File: src/hw/rtl/pool_slot_allocator_top_assert.svh
// Assertion macros shared by the pool slot allocator RTL.
// Included by every module that carries concurrent assertions.
`ifndef POOL_SLOT_ALLOCATOR_TOP_ASSERT_SVH
`define POOL_SLOT_ALLOCATOR_TOP_ASSERT_SVH

// Same-cycle implication, disabled while reset is asserted.
`define PSA_ASSERT_IMP(label, clk, rst_n, ante, cons) \
    label: assert property (@(posedge clk) disable iff (!(rst_n)) (ante) |-> (cons)) \
        else $error("pool slot allocator: same-cycle check failed");

// Next-cycle implication, disabled while reset is asserted.
`define PSA_ASSERT_NXT(label, clk, rst_n, ante, cons) \
    label: assert property (@(posedge clk) disable iff (!(rst_n)) (ante) |=> (cons)) \
        else $error("pool slot allocator: next-cycle check failed");

`endif

File: src/hw/rtl/psa_pkg.sv
// Package for the pool slot allocator: sizes, opcodes, state type and the
// structs that travel between the top level and the slot cells. No dependencies.
`timescale 1ns / 1ps
`default_nettype none

package psa_pkg;

    localparam int POOL_SIZE  = 1024;
    localparam int OWNER_BITS = 8;

    // Widths fixed by the item fields.
    localparam int SLOT_W = 10;
    localparam int HW_W   = 11;

    // Each cell holds CELL_SLOTS active bits; the index splits into cell and local part.
    localparam int CELL_SLOTS = 32;
    localparam int LOC_W      = $clog2(CELL_SLOTS);
    localparam int CID_W      = SLOT_W - LOC_W;
    localparam int NUM_CELLS  = (POOL_SIZE + CELL_SLOTS - 1) / CELL_SLOTS;

    localparam logic OP_ALLOC = 1'b0;
    localparam logic OP_FREE  = 1'b1;

    typedef enum logic [1:0] {
        ST_IDLE,
        ST_FREE,
        ST_SCAN,
        ST_HOLD
    } t_state;

    // Search token that walks down the row of cells, one cell per cycle.
    typedef struct packed {
        logic              valid;
        logic              found;
        logic [SLOT_W-1:0] first_idx;
        logic              hint_valid;
        logic [SLOT_W-1:0] hint_idx;
        logic              hint_ok;
    } t_tok;

    // Write command broadcast to every cell; only the addressed cell acts.
    typedef struct packed {
        logic                  set;
        logic                  clr;
        logic [SLOT_W-1:0]     idx;
        logic [OWNER_BITS-1:0] owner;
    } t_wr;

    typedef struct packed {
        logic              granted;
        logic [SLOT_W-1:0] idx;
        logic [HW_W-1:0]   hw;
    } t_res;

endpackage

`default_nettype wire

File: src/hw/rtl/psa_cell.sv
// One cell of the slot row: holds a slice of active bits and owner ids,
// and advances the search token by one cell per cycle. Depends on psa_pkg.
`timescale 1ns / 1ps
`default_nettype none

`include "pool_slot_allocator_top_assert.svh"

module psa_cell (
    input  wire logic                     i_clk,
    input  wire logic                     i_rst_n,
    input  wire logic [psa_pkg::CID_W-1:0] i_cell_id,
    input  wire psa_pkg::t_tok            i_tok,
    output psa_pkg::t_tok                 o_tok,
    input  wire psa_pkg::t_wr             i_wr
);
    import psa_pkg::*;

    logic [CELL_SLOTS-1:0] r_active;
    logic [OWNER_BITS-1:0] r_owner_mem [CELL_SLOTS];
    t_tok                  r_tok;
    t_tok                  n_tok;

    logic [CELL_SLOTS-1:0] free_vec;
    logic                  any_free;
    logic [LOC_W-1:0]      first_loc;
    logic                  hint_hit;
    logic                  wr_hit;
    logic [LOC_W-1:0]      wr_loc;

    // A slot is free when it exists in the pool and is not active.
    always_comb begin
        for (int j = 0; j < CELL_SLOTS; j++) begin
            free_vec[j] = !r_active[j] &&
                ((32'(i_cell_id) * 32'(CELL_SLOTS) + 32'(j)) < 32'(POOL_SIZE));
        end
    end

    // Lowest free slot inside this cell.
    always_comb begin
        any_free  = 1'b0;
        first_loc = '0;
        for (int j = CELL_SLOTS - 1; j >= 0; j--) begin
            if (free_vec[j]) begin
                any_free  = 1'b1;
                first_loc = LOC_W'(j);
            end
        end
    end

    assign hint_hit = i_tok.hint_valid &&
                      (i_tok.hint_idx[SLOT_W-1:LOC_W] == i_cell_id) &&
                      free_vec[i_tok.hint_idx[LOC_W-1:0]];

    always_comb begin
        n_tok           = i_tok;
        n_tok.found     = i_tok.found || any_free;
        n_tok.first_idx = i_tok.found ? i_tok.first_idx : {i_cell_id, first_loc};
        n_tok.hint_ok   = i_tok.hint_ok || hint_hit;
    end

    assign wr_hit = (i_wr.idx[SLOT_W-1:LOC_W] == i_cell_id);
    assign wr_loc = i_wr.idx[LOC_W-1:0];

    always_ff @(posedge i_clk) begin
        if (!i_rst_n) begin
            r_tok    <= '0;
            r_active <= '0;
        end else begin
            r_tok <= n_tok;
            if (wr_hit && i_wr.set) begin
                r_active[wr_loc] <= 1'b1;
            end else if (wr_hit && i_wr.clr) begin
                r_active[wr_loc] <= 1'b0;
            end
        end
    end

    always_ff @(posedge i_clk) begin
        if (wr_hit && i_wr.set) begin
            r_owner_mem[wr_loc] <= i_wr.owner;
        end
    end

    assign o_tok = r_tok;

    // Slot writes only happen at commit, never while a token is entering this cell.
    `PSA_ASSERT_IMP(a_no_write_during_scan, i_clk, i_rst_n, i_tok.valid, !(i_wr.set || i_wr.clr))

endmodule

`default_nettype wire

File: src/hw/rtl/pool_slot_allocator_top.sv
// Top level of the pool slot allocator: request channel, row of slot cells,
// commit logic and result register. Depends on psa_pkg and psa_cell.
//
// Usage:
// The request channel carries one item per request: i_op (0 allocate, 1 free),
// i_slot_to_free and i_owner_id. An item is taken at a rising edge where
// i_in_valid is high and o_in_stall is low. Every item yields exactly one
// result item on o_granted, o_slot_index and o_high_water, offered with
// o_out_valid and taken when i_out_stall is low.
// The block works on one item at a time. A free commits in the cycle after it
// is taken. An allocate sends a search token down the row of NUM_CELLS cells
// (32 with the default pool of 1024 slots in cells of 32), one cell per cycle,
// and commits when the token leaves the last cell; that token walk sets the
// allocate rate.
// The result register decouples the two sides: a new item may be taken while
// an older result is still stalled. If a finished result finds the register
// still occupied, it waits in a holding register and o_in_stall stays high.
// Reset is synchronous and active low: all slots become inactive, the
// remembered slot is dropped, the bound returns to zero and no result is shown.
`timescale 1ns / 1ps
`default_nettype none

`include "pool_slot_allocator_top_assert.svh"

module pool_slot_allocator_top (
    input  wire logic                           i_clk,
    input  wire logic                           i_rst_n,
    input  wire logic                           i_in_valid,
    output logic                                o_in_stall,
    input  wire logic                           i_op,
    input  wire logic [psa_pkg::SLOT_W-1:0]     i_slot_to_free,
    input  wire logic [psa_pkg::OWNER_BITS-1:0] i_owner_id,
    output logic                                o_out_valid,
    input  wire logic                           i_out_stall,
    output logic                                o_granted,
    output logic [psa_pkg::SLOT_W-1:0]          o_slot_index,
    output logic [psa_pkg::HW_W-1:0]            o_high_water
);
    import psa_pkg::*;

    t_state r_state;
    t_state n_state;

    logic [SLOT_W-1:0]     r_idx;
    logic [OWNER_BITS-1:0] r_owner;
    logic                  r_hint_valid;
    logic [SLOT_W-1:0]     r_hint_index;
    logic [HW_W-1:0]       r_bound;
    logic [HW_W-1:0]       n_bound;
    t_res                  r_res;
    t_res                  res;

    logic                  r_out_valid;
    logic                  r_out_granted;
    logic [SLOT_W-1:0]     r_out_idx;
    logic [HW_W-1:0]       r_out_hw;

    logic                  acc_in;
    logic                  out_free;
    logic                  commit;
    logic                  load_out;
    logic                  in_pool;
    logic [HW_W-1:0]       grant_top;
    logic [HW_W-1:0]       out_idx_ext;
    t_wr                   wr;
    t_tok                  tok [NUM_CELLS+1];
    t_tok                  tok_last;

    assign acc_in   = i_in_valid && !o_in_stall;
    assign out_free = !r_out_valid || !i_out_stall;
    assign tok_last = tok[NUM_CELLS];
    assign in_pool  = (32'(r_idx) < 32'(POOL_SIZE));

    // A new search enters the first cell at the edge where an allocate is taken.
    always_comb begin
        tok[0]            = '0;
        tok[0].valid      = acc_in && (i_op == OP_ALLOC);
        tok[0].hint_valid = r_hint_valid;
        tok[0].hint_idx   = r_hint_index;
    end

    for (genvar k = 0; k < NUM_CELLS; k++) begin : g_cell
        psa_cell u_cell (
            .i_clk     (i_clk),
            .i_rst_n   (i_rst_n),
            .i_cell_id (CID_W'(k)),
            .i_tok     (tok[k]),
            .o_tok     (tok[k+1]),
            .i_wr      (wr)
        );
    end

    // Result and new bound at commit. The remembered slot wins over first fit
    // when it is still inactive.
    always_comb begin
        res       = '0;
        n_bound   = r_bound;
        grant_top = '0;
        if (r_state == ST_FREE) begin
            res.idx = r_idx;
            if (in_pool && (r_bound != '0) && ({1'b0, r_idx} == r_bound - 1'b1)) begin
                n_bound = r_bound - 1'b1;
            end
        end else begin
            res.granted = tok_last.hint_ok || tok_last.found;
            if (tok_last.hint_ok) begin
                res.idx = tok_last.hint_idx;
            end else if (tok_last.found) begin
                res.idx = tok_last.first_idx;
            end
            grant_top = {1'b0, res.idx} + 1'b1;
            if (res.granted && (r_bound < grant_top)) begin
                n_bound = grant_top;
            end
        end
        res.hw = n_bound;
    end

    // Next state.
    always_comb begin
        n_state = r_state;
        unique case (r_state)
            ST_IDLE: begin
                if (acc_in) begin
                    n_state = (i_op == OP_FREE) ? ST_FREE : ST_SCAN;
                end
            end
            ST_FREE: begin
                n_state = out_free ? ST_IDLE : ST_HOLD;
            end
            ST_SCAN: begin
                if (tok_last.valid) begin
                    n_state = out_free ? ST_IDLE : ST_HOLD;
                end
            end
            ST_HOLD: begin
                if (out_free) begin
                    n_state = ST_IDLE;
                end
            end
            default: n_state = ST_IDLE;
        endcase
    end

    // State-driven outputs.
    always_comb begin
        o_in_stall = 1'b1;
        commit     = 1'b0;
        load_out   = 1'b0;
        wr         = '0;
        unique case (r_state)
            ST_IDLE: begin
                o_in_stall = 1'b0;
            end
            ST_FREE: begin
                commit   = 1'b1;
                load_out = out_free;
                wr.clr   = in_pool;
                wr.idx   = r_idx;
            end
            ST_SCAN: begin
                commit   = tok_last.valid;
                load_out = tok_last.valid && out_free;
                wr.set   = tok_last.valid && res.granted;
                wr.idx   = res.idx;
                wr.owner = r_owner;
            end
            ST_HOLD: begin
                load_out = out_free;
            end
            default: begin
                o_in_stall = 1'b1;
            end
        endcase
    end

    always_ff @(posedge i_clk) begin
        if (!i_rst_n) begin
            r_state      <= ST_IDLE;
            r_hint_valid <= 1'b0;
            r_hint_index <= '0;
            r_bound      <= '0;
            r_out_valid  <= 1'b0;
        end else begin
            r_state <= n_state;
            if (commit) begin
                r_bound <= n_bound;
                if (r_state == ST_FREE && in_pool) begin
                    r_hint_valid <= 1'b1;
                    r_hint_index <= r_idx;
                end else if (r_state == ST_SCAN && res.granted) begin
                    r_hint_valid <= 1'b0;
                end
            end
            if (load_out) begin
                r_out_valid <= 1'b1;
            end else if (!i_out_stall) begin
                r_out_valid <= 1'b0;
            end
        end
    end

    // Payload registers.
    always_ff @(posedge i_clk) begin
        if (acc_in) begin
            r_idx   <= i_slot_to_free;
            r_owner <= i_owner_id;
        end
        if (commit) begin
            r_res <= res;
        end
        if (load_out) begin
            if (r_state == ST_HOLD) begin
                r_out_granted <= r_res.granted;
                r_out_idx     <= r_res.idx;
                r_out_hw      <= r_res.hw;
            end else begin
                r_out_granted <= res.granted;
                r_out_idx     <= res.idx;
                r_out_hw      <= res.hw;
            end
        end
    end

    assign o_out_valid  = r_out_valid;
    assign o_granted    = r_out_granted;
    assign o_slot_index = r_out_idx;
    assign o_high_water = r_out_hw;

    assign out_idx_ext  = {1'b0, r_out_idx};

    // A search token only leaves the row while the block is scanning.
    `PSA_ASSERT_IMP(a_token_in_scan, i_clk, i_rst_n, tok_last.valid, r_state == ST_SCAN)
    // A result waits in the holding register only behind an occupied output.
    `PSA_ASSERT_IMP(a_hold_needs_out, i_clk, i_rst_n, r_state == ST_HOLD, r_out_valid)
    // A granted slot always lies below the reported bound.
    `PSA_ASSERT_IMP(a_grant_below_bound, i_clk, i_rst_n, o_out_valid && o_granted, out_idx_ext < o_high_water)
    // Granting a slot leaves a nonzero bound behind.
    `PSA_ASSERT_NXT(a_grant_raises_bound, i_clk, i_rst_n, commit && res.granted, r_bound != '0)

endmodule

`default_nettype wire

File: config.mk
export PLATFORM = sky130hd
export DESIGN_NAME = pool_slot_allocator_top
export DESIGN_NICKNAME = d
export VERILOG_FILES = /design/src/hw/rtl/psa_pkg.sv /design/src/hw/rtl/psa_cell.sv /design/src/hw/rtl/pool_slot_allocator_top.sv
export VERILOG_INCLUDE_DIRS = /design/src /design/src/hw/rtl
export SDC_FILE = /design/constraint.sdc
export NUM_CORES = 2
export LEC_CHECK = 0
export BUFFER_PORTS_ARGS = -buffer_cell sky130_fd_sc_hd__buf_2
export CELL_PAD_IN_SITES_DETAIL_PLACEMENT = 0
export CELL_PAD_IN_SITES_GLOBAL_PLACEMENT = 1
export CORE_ASPECT_RATIO = 1.1
export CORE_UTILIZATION = 49
export CTS_CLUSTER_DIAMETER = 50
export DETAILED_ROUTE_END_ITERATION = 10
export PLACE_DENSITY_LB_ADDON = 0.1
export SLEW_MARGIN = 20
export SYNTH_ARGS = -nofsm -noshare
export SYNTH_HDL_FRONTEND = slang
export SYNTH_SLANG_ARGS = --single-unit
File: constraint.sdc
create_clock -name i_clk -period 4.5 [get_ports i_clk]
set_input_delay 0.9 -clock i_clk [delete_from_list [all_inputs] [get_ports i_clk]]
set_output_delay 0.9 -clock i_clk [all_outputs]
set_load 0.02 [all_outputs]
# Word level (Yosys, flattened, before mapping)
# Index checks and enable logic that the tools add are counted.
[op_classes]
n_addsub = 2
multipliers = 0
div_mod_pow = 0
n_lt_le_gt_ge = 35
eq_ne = 70
shifts = 0
n_mux = 2235
bitwise_logic = 66
n_reduce_logical = 1302
[op_table]
columns = ["cell", "count"]
rows = [
  ["two-way mux 5 bit", 1023],
  ["two-way mux 32 bit", 64],
  ["two-way mux 1 bit", 1066],
  ["zero test 1 bit", 1026],
  ["bitwise AND 32 bit", 32],
  ["bitwise OR 32 bit", 32],
  ["two-way mux 10 bit", 21],
  ["less-than comparator 5 x 6 -> 1 bit, second input constant", 33],
  ["binary-select mux 1 bit (select 5 bit)", 32],
  ["== test 5 bit, second input constant", 32],
  ["logical AND 1 bit", 136],
  ["== test 5 x 4 -> 1 bit, second input constant", 16],
  ["two-way mux 9 bit", 8],
  ["AND reduction 2 bit", 33],
  ["nonzero test 2 bit", 33],
  ["logical OR 1 bit", 64],
  ["two-way mux 11 bit", 4],
  ["== test 5 x 3 -> 1 bit, second input constant", 8],
  ["two-way mux 8 bit", 4],
  ["NOT 32 bit", 1],
  ["== test 5 x 2 -> 1 bit, second input constant", 4],
  ["case mux 10 bit (2 select lines)", 1],
  ["AND reduction 17 bit", 1],
  ["two-way mux 7 bit", 2],
  ["23 further kinds", 34],
]
[totals]
regBits = 1865
latch_bits = 0
mem_bits_rw = 0
mem_bits_ro = 0
output_inout_bits = 24
wordCells = 3979
n_memories = 0

# Longest topological paths before layout
[logic_depth]
ltp_word = 33
ltp_mapped = 17
depth_no_buf = 15

# Modules after synthesis
# A second synthesis with hierarchy kept.
[hier_totals]
hier_cells = 11795
area_unflattened_um2 = 98291.8
[modules_own_cells]
columns = ["mod", "instances", "cells_per_inst", "area_each_um2"]
rows = [
  ["psa_cell", 32, 351, 2899.0],
  ["pool_slot_allocator_top", 1, 563, 5522.8],
]

# Worst setup path after synthesis
# No wires, ideal clock.
[synth_timing]
path_type = "register -> register"
startpoint = "register r_state[1]"
endpoint = "register r_out_granted (netlist: o_granted) (enable)"
arrival_time_ns = 3.126
required_time_ns = 4.065
slack_ns = 0.939
path_stages_with_launch = 9
path_buffers = 3
period_less_slack_ns = 3.561
cell_sequence = "dfxtp_1 > inv_1 > ha_1 > buf_2 > buf_2 > buf_4 > a21oi_1 > a21oi_1 > a21boi_0"
[synth_between]
elab_chain_cells = 3
elab_cells_between_ends = 5
classes_between = "3 x eq/ne; 1 x mux; 1 x reduce/logical"
[synth_lines]
columns = ["element", "line", "source"]
rows = [
  ["start: declaration", "pool_slot_allocator_top.sv:41", "t_state r_state;"],
  ["start signal: assignment", "pool_slot_allocator_top.sv:185", "r_state <= n_state;"],
  ["== test 2 x 1 -> 1 bit or == test 2 bit (tied branches)", "pool_slot_allocator_top.sv:151", "unique case (r_state)"],
  ["OR reduction 2 bit (no source line)", "n/a", ""],
  ["case mux 1 bit (2 select lines) *", "pool_slot_allocator_top.sv:151", ""],
  ["named net load_out", "pool_slot_allocator_top.sv:61", "logic load_out;"],
  ["end signal: assignment", "pool_slot_allocator_top.sv:214", "r_out_granted <= r_res.granted;"],
  ["end signal: assignment", "pool_slot_allocator_top.sv:218", "r_out_granted <= res.granted;"],
  ["end: declaration", "pool_slot_allocator_top.sv:54", "logic r_out_granted;"],
]
# Mark *: on every way through the listed nets, which the timed path passes. The rest lies on a longest branch.
# A chain may end at the register's enable or synchronous reset.

==> results.yml <==
floorplan:
  die_x_um: 393
  fp.coreArea_um2: 167000
  io_pins: 47
  fp-row-count: 157
  die_h_um: 432
  dieArea_um2: 170000
  start_util_pct: 49.5
min_path:
  min_path_cells: 1
  min_path_type: "input pin to flop"
route:
  drc: 0
  wl_per_cell_um: 27.9
  antenna_left: 0
  drt_iter0_drc: 9249
  totalWireLength_mm: 331
  routed_via_density: 6.44
  via_count: 76300
  dr.pass1.iters: 8
flow_run:
  maxCapViolCount: 0
synth:
  synth_nets: 9700
  syn_area_per_cell_um2: 8.54
  synth.mux.area_fraction_pct: 9.64
  synth_adder_area_share_pct: 0.258
  synth_compound_area_share_pct: 21.9
  yosysWarningCount: 0
  synth_top_family_by_area: "compound AO/OA/AOI/OAI gates"
  synth_cells: 9660
  synth-edff-count: 54
  synthFlopType: "dfxtp_1"
  yosysSeqAreaShare_pct: 45.3
  synth_seq_cells: 1839
  syn_area_um2: 82500
  yosys.area_share.simple_pct: 17.6
  postSynth.asyncResetShare_pct: 0
  synth_xor_xnor_area_share_pct: 0.287
  ys_types: 92
clock_network:
  htreeDepth: 4
  insertion_delay_ns: 0.87
  cts_tree: "done"
  ctsHoldBuffers: 0
  cts_buffer_depth: 3
  cts_buffers: 201
  clock_sinks: 1839
  clock-root-buffer: "clkbuf_16"
  post_cts_buffers: 0
  path_clk_slew_ns: 0.06
  post_cts_resize_count: 0
global_route:
  grt_start_max_net_pins: 120
  grt_pass1_wl_mm: 479
  overflow: 0
  top_usage_layer: "met2"
  met1_usage_pct: 51.0
  antenna_found_initial: 29
  met3_usage_pct: 8.71
  groute.layer.met2.usage_pct: 57.0
  grt_pass1_vias: 69700
  grt_usage_pct: 38.2
placement:
  finalWeightedCongestion: 0.963
  portBuffers: 38
  dp.final_hpwl_mm: 211
finish:
  final-seq-area_um2: 37400
  area_growth_pct: 12.3
  nets: 9479
  fillers: 15100
  multi_input_area_um2: 41400
  drive_gt1_share_pct: 11.8
sta:
  clock_skew_ns: 0.0296
  max_freq_ghz: 0.225
  finalMaxSlewViolations: 0
  finalHoldViolCount: 0
  slew_headroom_pct: 21.8
  tns_ns: 0
  tightest_slew_ns: 1.17
  period_share_pct: 98.6
  setup_viol: 0
  rsz0062_at_grt: "no"
  post-route-min-period_ns: 4.44
setup_path:
  arrival_ns: 5.16
  crit_fanout: 32
  crit_required_ns: 5.22
  end_kind: "flop"
  critPathKind: "flop to flop"
  reg2reg_depth: 9
  worstSetupStartpointType: "flop"
pwr:
  power_density_nw_per_um2: 409
  ir_drop_uv: 405
  fin_total_pwr_uw: 37800
  p_leak_uw: 0.0290
outcome:
  status: "finished, final reports clean"
-- final timing paths --
check | start | to | slack [ns]
setup reg to reg | r_state[0] | flop | 0.06
hold reg to reg | g_cell[13].u_cell.o_tok[19] | g_cell[14].u_cell.o_tok[19] | 0.43
setup / recovery | r_state[0] | flop | 0.06
hold / removal | i_slot_to_free[0] | r_idx[0] | 0.22
-- worst max-delay path, stage by stage, from the launching register on --
cell and delay (ns):
dfxtp_1 0.35, inv_1 0.15, ha_1 0.34, nand2b_1 0.34, nor3b_2 0.40, a32oi_1 0.23
nor2_1 0.93, nand2_1 0.97, o211ai_1 0.45, o21ai_0 0.12
-- cells by family after synthesis --
group | Yosys count
buffers and inverters | 1056
xor gates and xnor gates | 27
AOI/OAI and AO/OA | 3238
adders and majority gates | 17
muxes | 392
DFF | 1839
and+or+nand+nor | 3091
-- cell type report --
class                      instances  share of cell area (%)
inverter                         329                    1.34
clock inverter                    97                    1.24
sequential                      1839                    40.3
timing repair buffer             303                    3.17
antenna                           21                  0.0567
tap                             2226                    3.01
multi-input combinational       6765                    44.7
clock buffer                     278                    6.20
-- power breakdown --
group / switching (uW) / leakage (uW) / internal [uW]
registers: 356 / 0.0149 / 16700
clock network: 7270 / 0.00339 / 9880
logic: 2700 / 0.0107 / 943
-- Yosys cell counts (12+ instances only) --
| cell type | instances | area share [%] |
|---|---|---|
| nand2_1 | 1533 | 7.0 |
| ha_1 | 17 | 0.26 |
| mux2_2 | 20 | 0.27 |
| a31oi_1 | 135 | 1.0 |
| edfxtp_1 | 54 | 2.0 |
| inv_1 | 327 | 1.5 |
| or2_2 | 18 | 0.14 |
| o22ai_1 | 12 | 0.091 |
| o221ai_1 | 15 | 0.16 |
| buf_2 | 109 | 0.66 |
| nor2_1 | 363 | 1.7 |
| mux2i_1 | 52 | 0.63 |
| clkbuf_1 | 588 | 2.7 |
| and4_1 | 16 | 0.17 |
| nand2b_1 | 33 | 0.25 |
| a22oi_1 | 28 | 0.25 |
| nor2b_1 | 23 | 0.17 |
| a211oi_1 | 40 | 0.36 |
| mux4_2 | 320 | 8.7 |
| and2_1 | 394 | 3.0 |
| o211ai_1 | 205 | 1.9 |
| o21ai_0 | 1329 | 8.1 |
| buf_4 | 15 | 0.14 |
| a21oi_1 | 1204 | 7.3 |
| nor3_1 | 107 | 0.65 |
| nand3_1 | 185 | 1.1 |
| a41oi_1 | 33 | 0.35 |
| nor4b_1 | 12 | 0.13 |
| a22o_1 | 14 | 0.15 |
| dfxtp_1 | 1785 | 43 |
| nor4bb_1 | 13 | 0.16 |
| or3_1 | 24 | 0.18 |
| nand4_1 | 226 | 1.7 |
| o31ai_1 | 32 | 0.29 |
| xnor2_1 | 22 | 0.23 |
| nand4b_1 | 13 | 0.14 |
| a21boi_0 | 45 | 0.41 |
| and3_1 | 74 | 0.56 |
| nor3b_1 | 12 | 0.11 |
-- cells in the final DEF (no fill, tap or decap), types with 18 or more instances in the layout --
cell	instances
nor2_2	27
clkbuf_16	202
o31ai_1	32
buf_2	37
buf_12	60
clkbuf_8	40
nor2_1	314
nand2b_1	33
mux2_2	20
o211ai_1	205
nor2b_1	23
xnor2_1	22
diode_2	21
clkinv_2	27
a21oi_1	1204
mux2i_1	52
buf_4	205
or2_2	18
or3_1	24
nor2_4	27
nand3_1	182
and3_1	72
inv_1	327
a41oi_1	33
inv_6	20
mux4_2	320
a22oi_1	28
and2_1	394
a211oi_1	40
a21boi_0	44
edfxtp_1	54
nand4_1	226
dfxtp_1	1785
nor3_1	103
clkbuf_1	36
a31oi_1	135
nand2_2	27
o21ai_0	1329
nand2_1	1504
-- layer usage --
layer | routed length [um] | vias up
met5 | 61 | -
met4 | 19700 | 10
met3 | 34700 | 995
met2 | 144000 | 4312
met1 | 132000 | 36900
li1 | - | 34100
-- stage by stage --
step                instance area, um2  worst slack, ns  utilization [%]  instances  hold WS [ns]
global route                     92600           0.0186             55.5      11800         0.191
floorplan                        82500            0.939                -       9660         0.392
CTS                              92600            0.321             55.5      11800         0.166
global placement                 85700            0.343             51.4      11500         0.421
detailed placement               85700            0.347             51.4      11500         0.420
finish                           92600           0.0635             55.5      11900         0.224
Note: power is estimated with default switching activity, not from simulation.
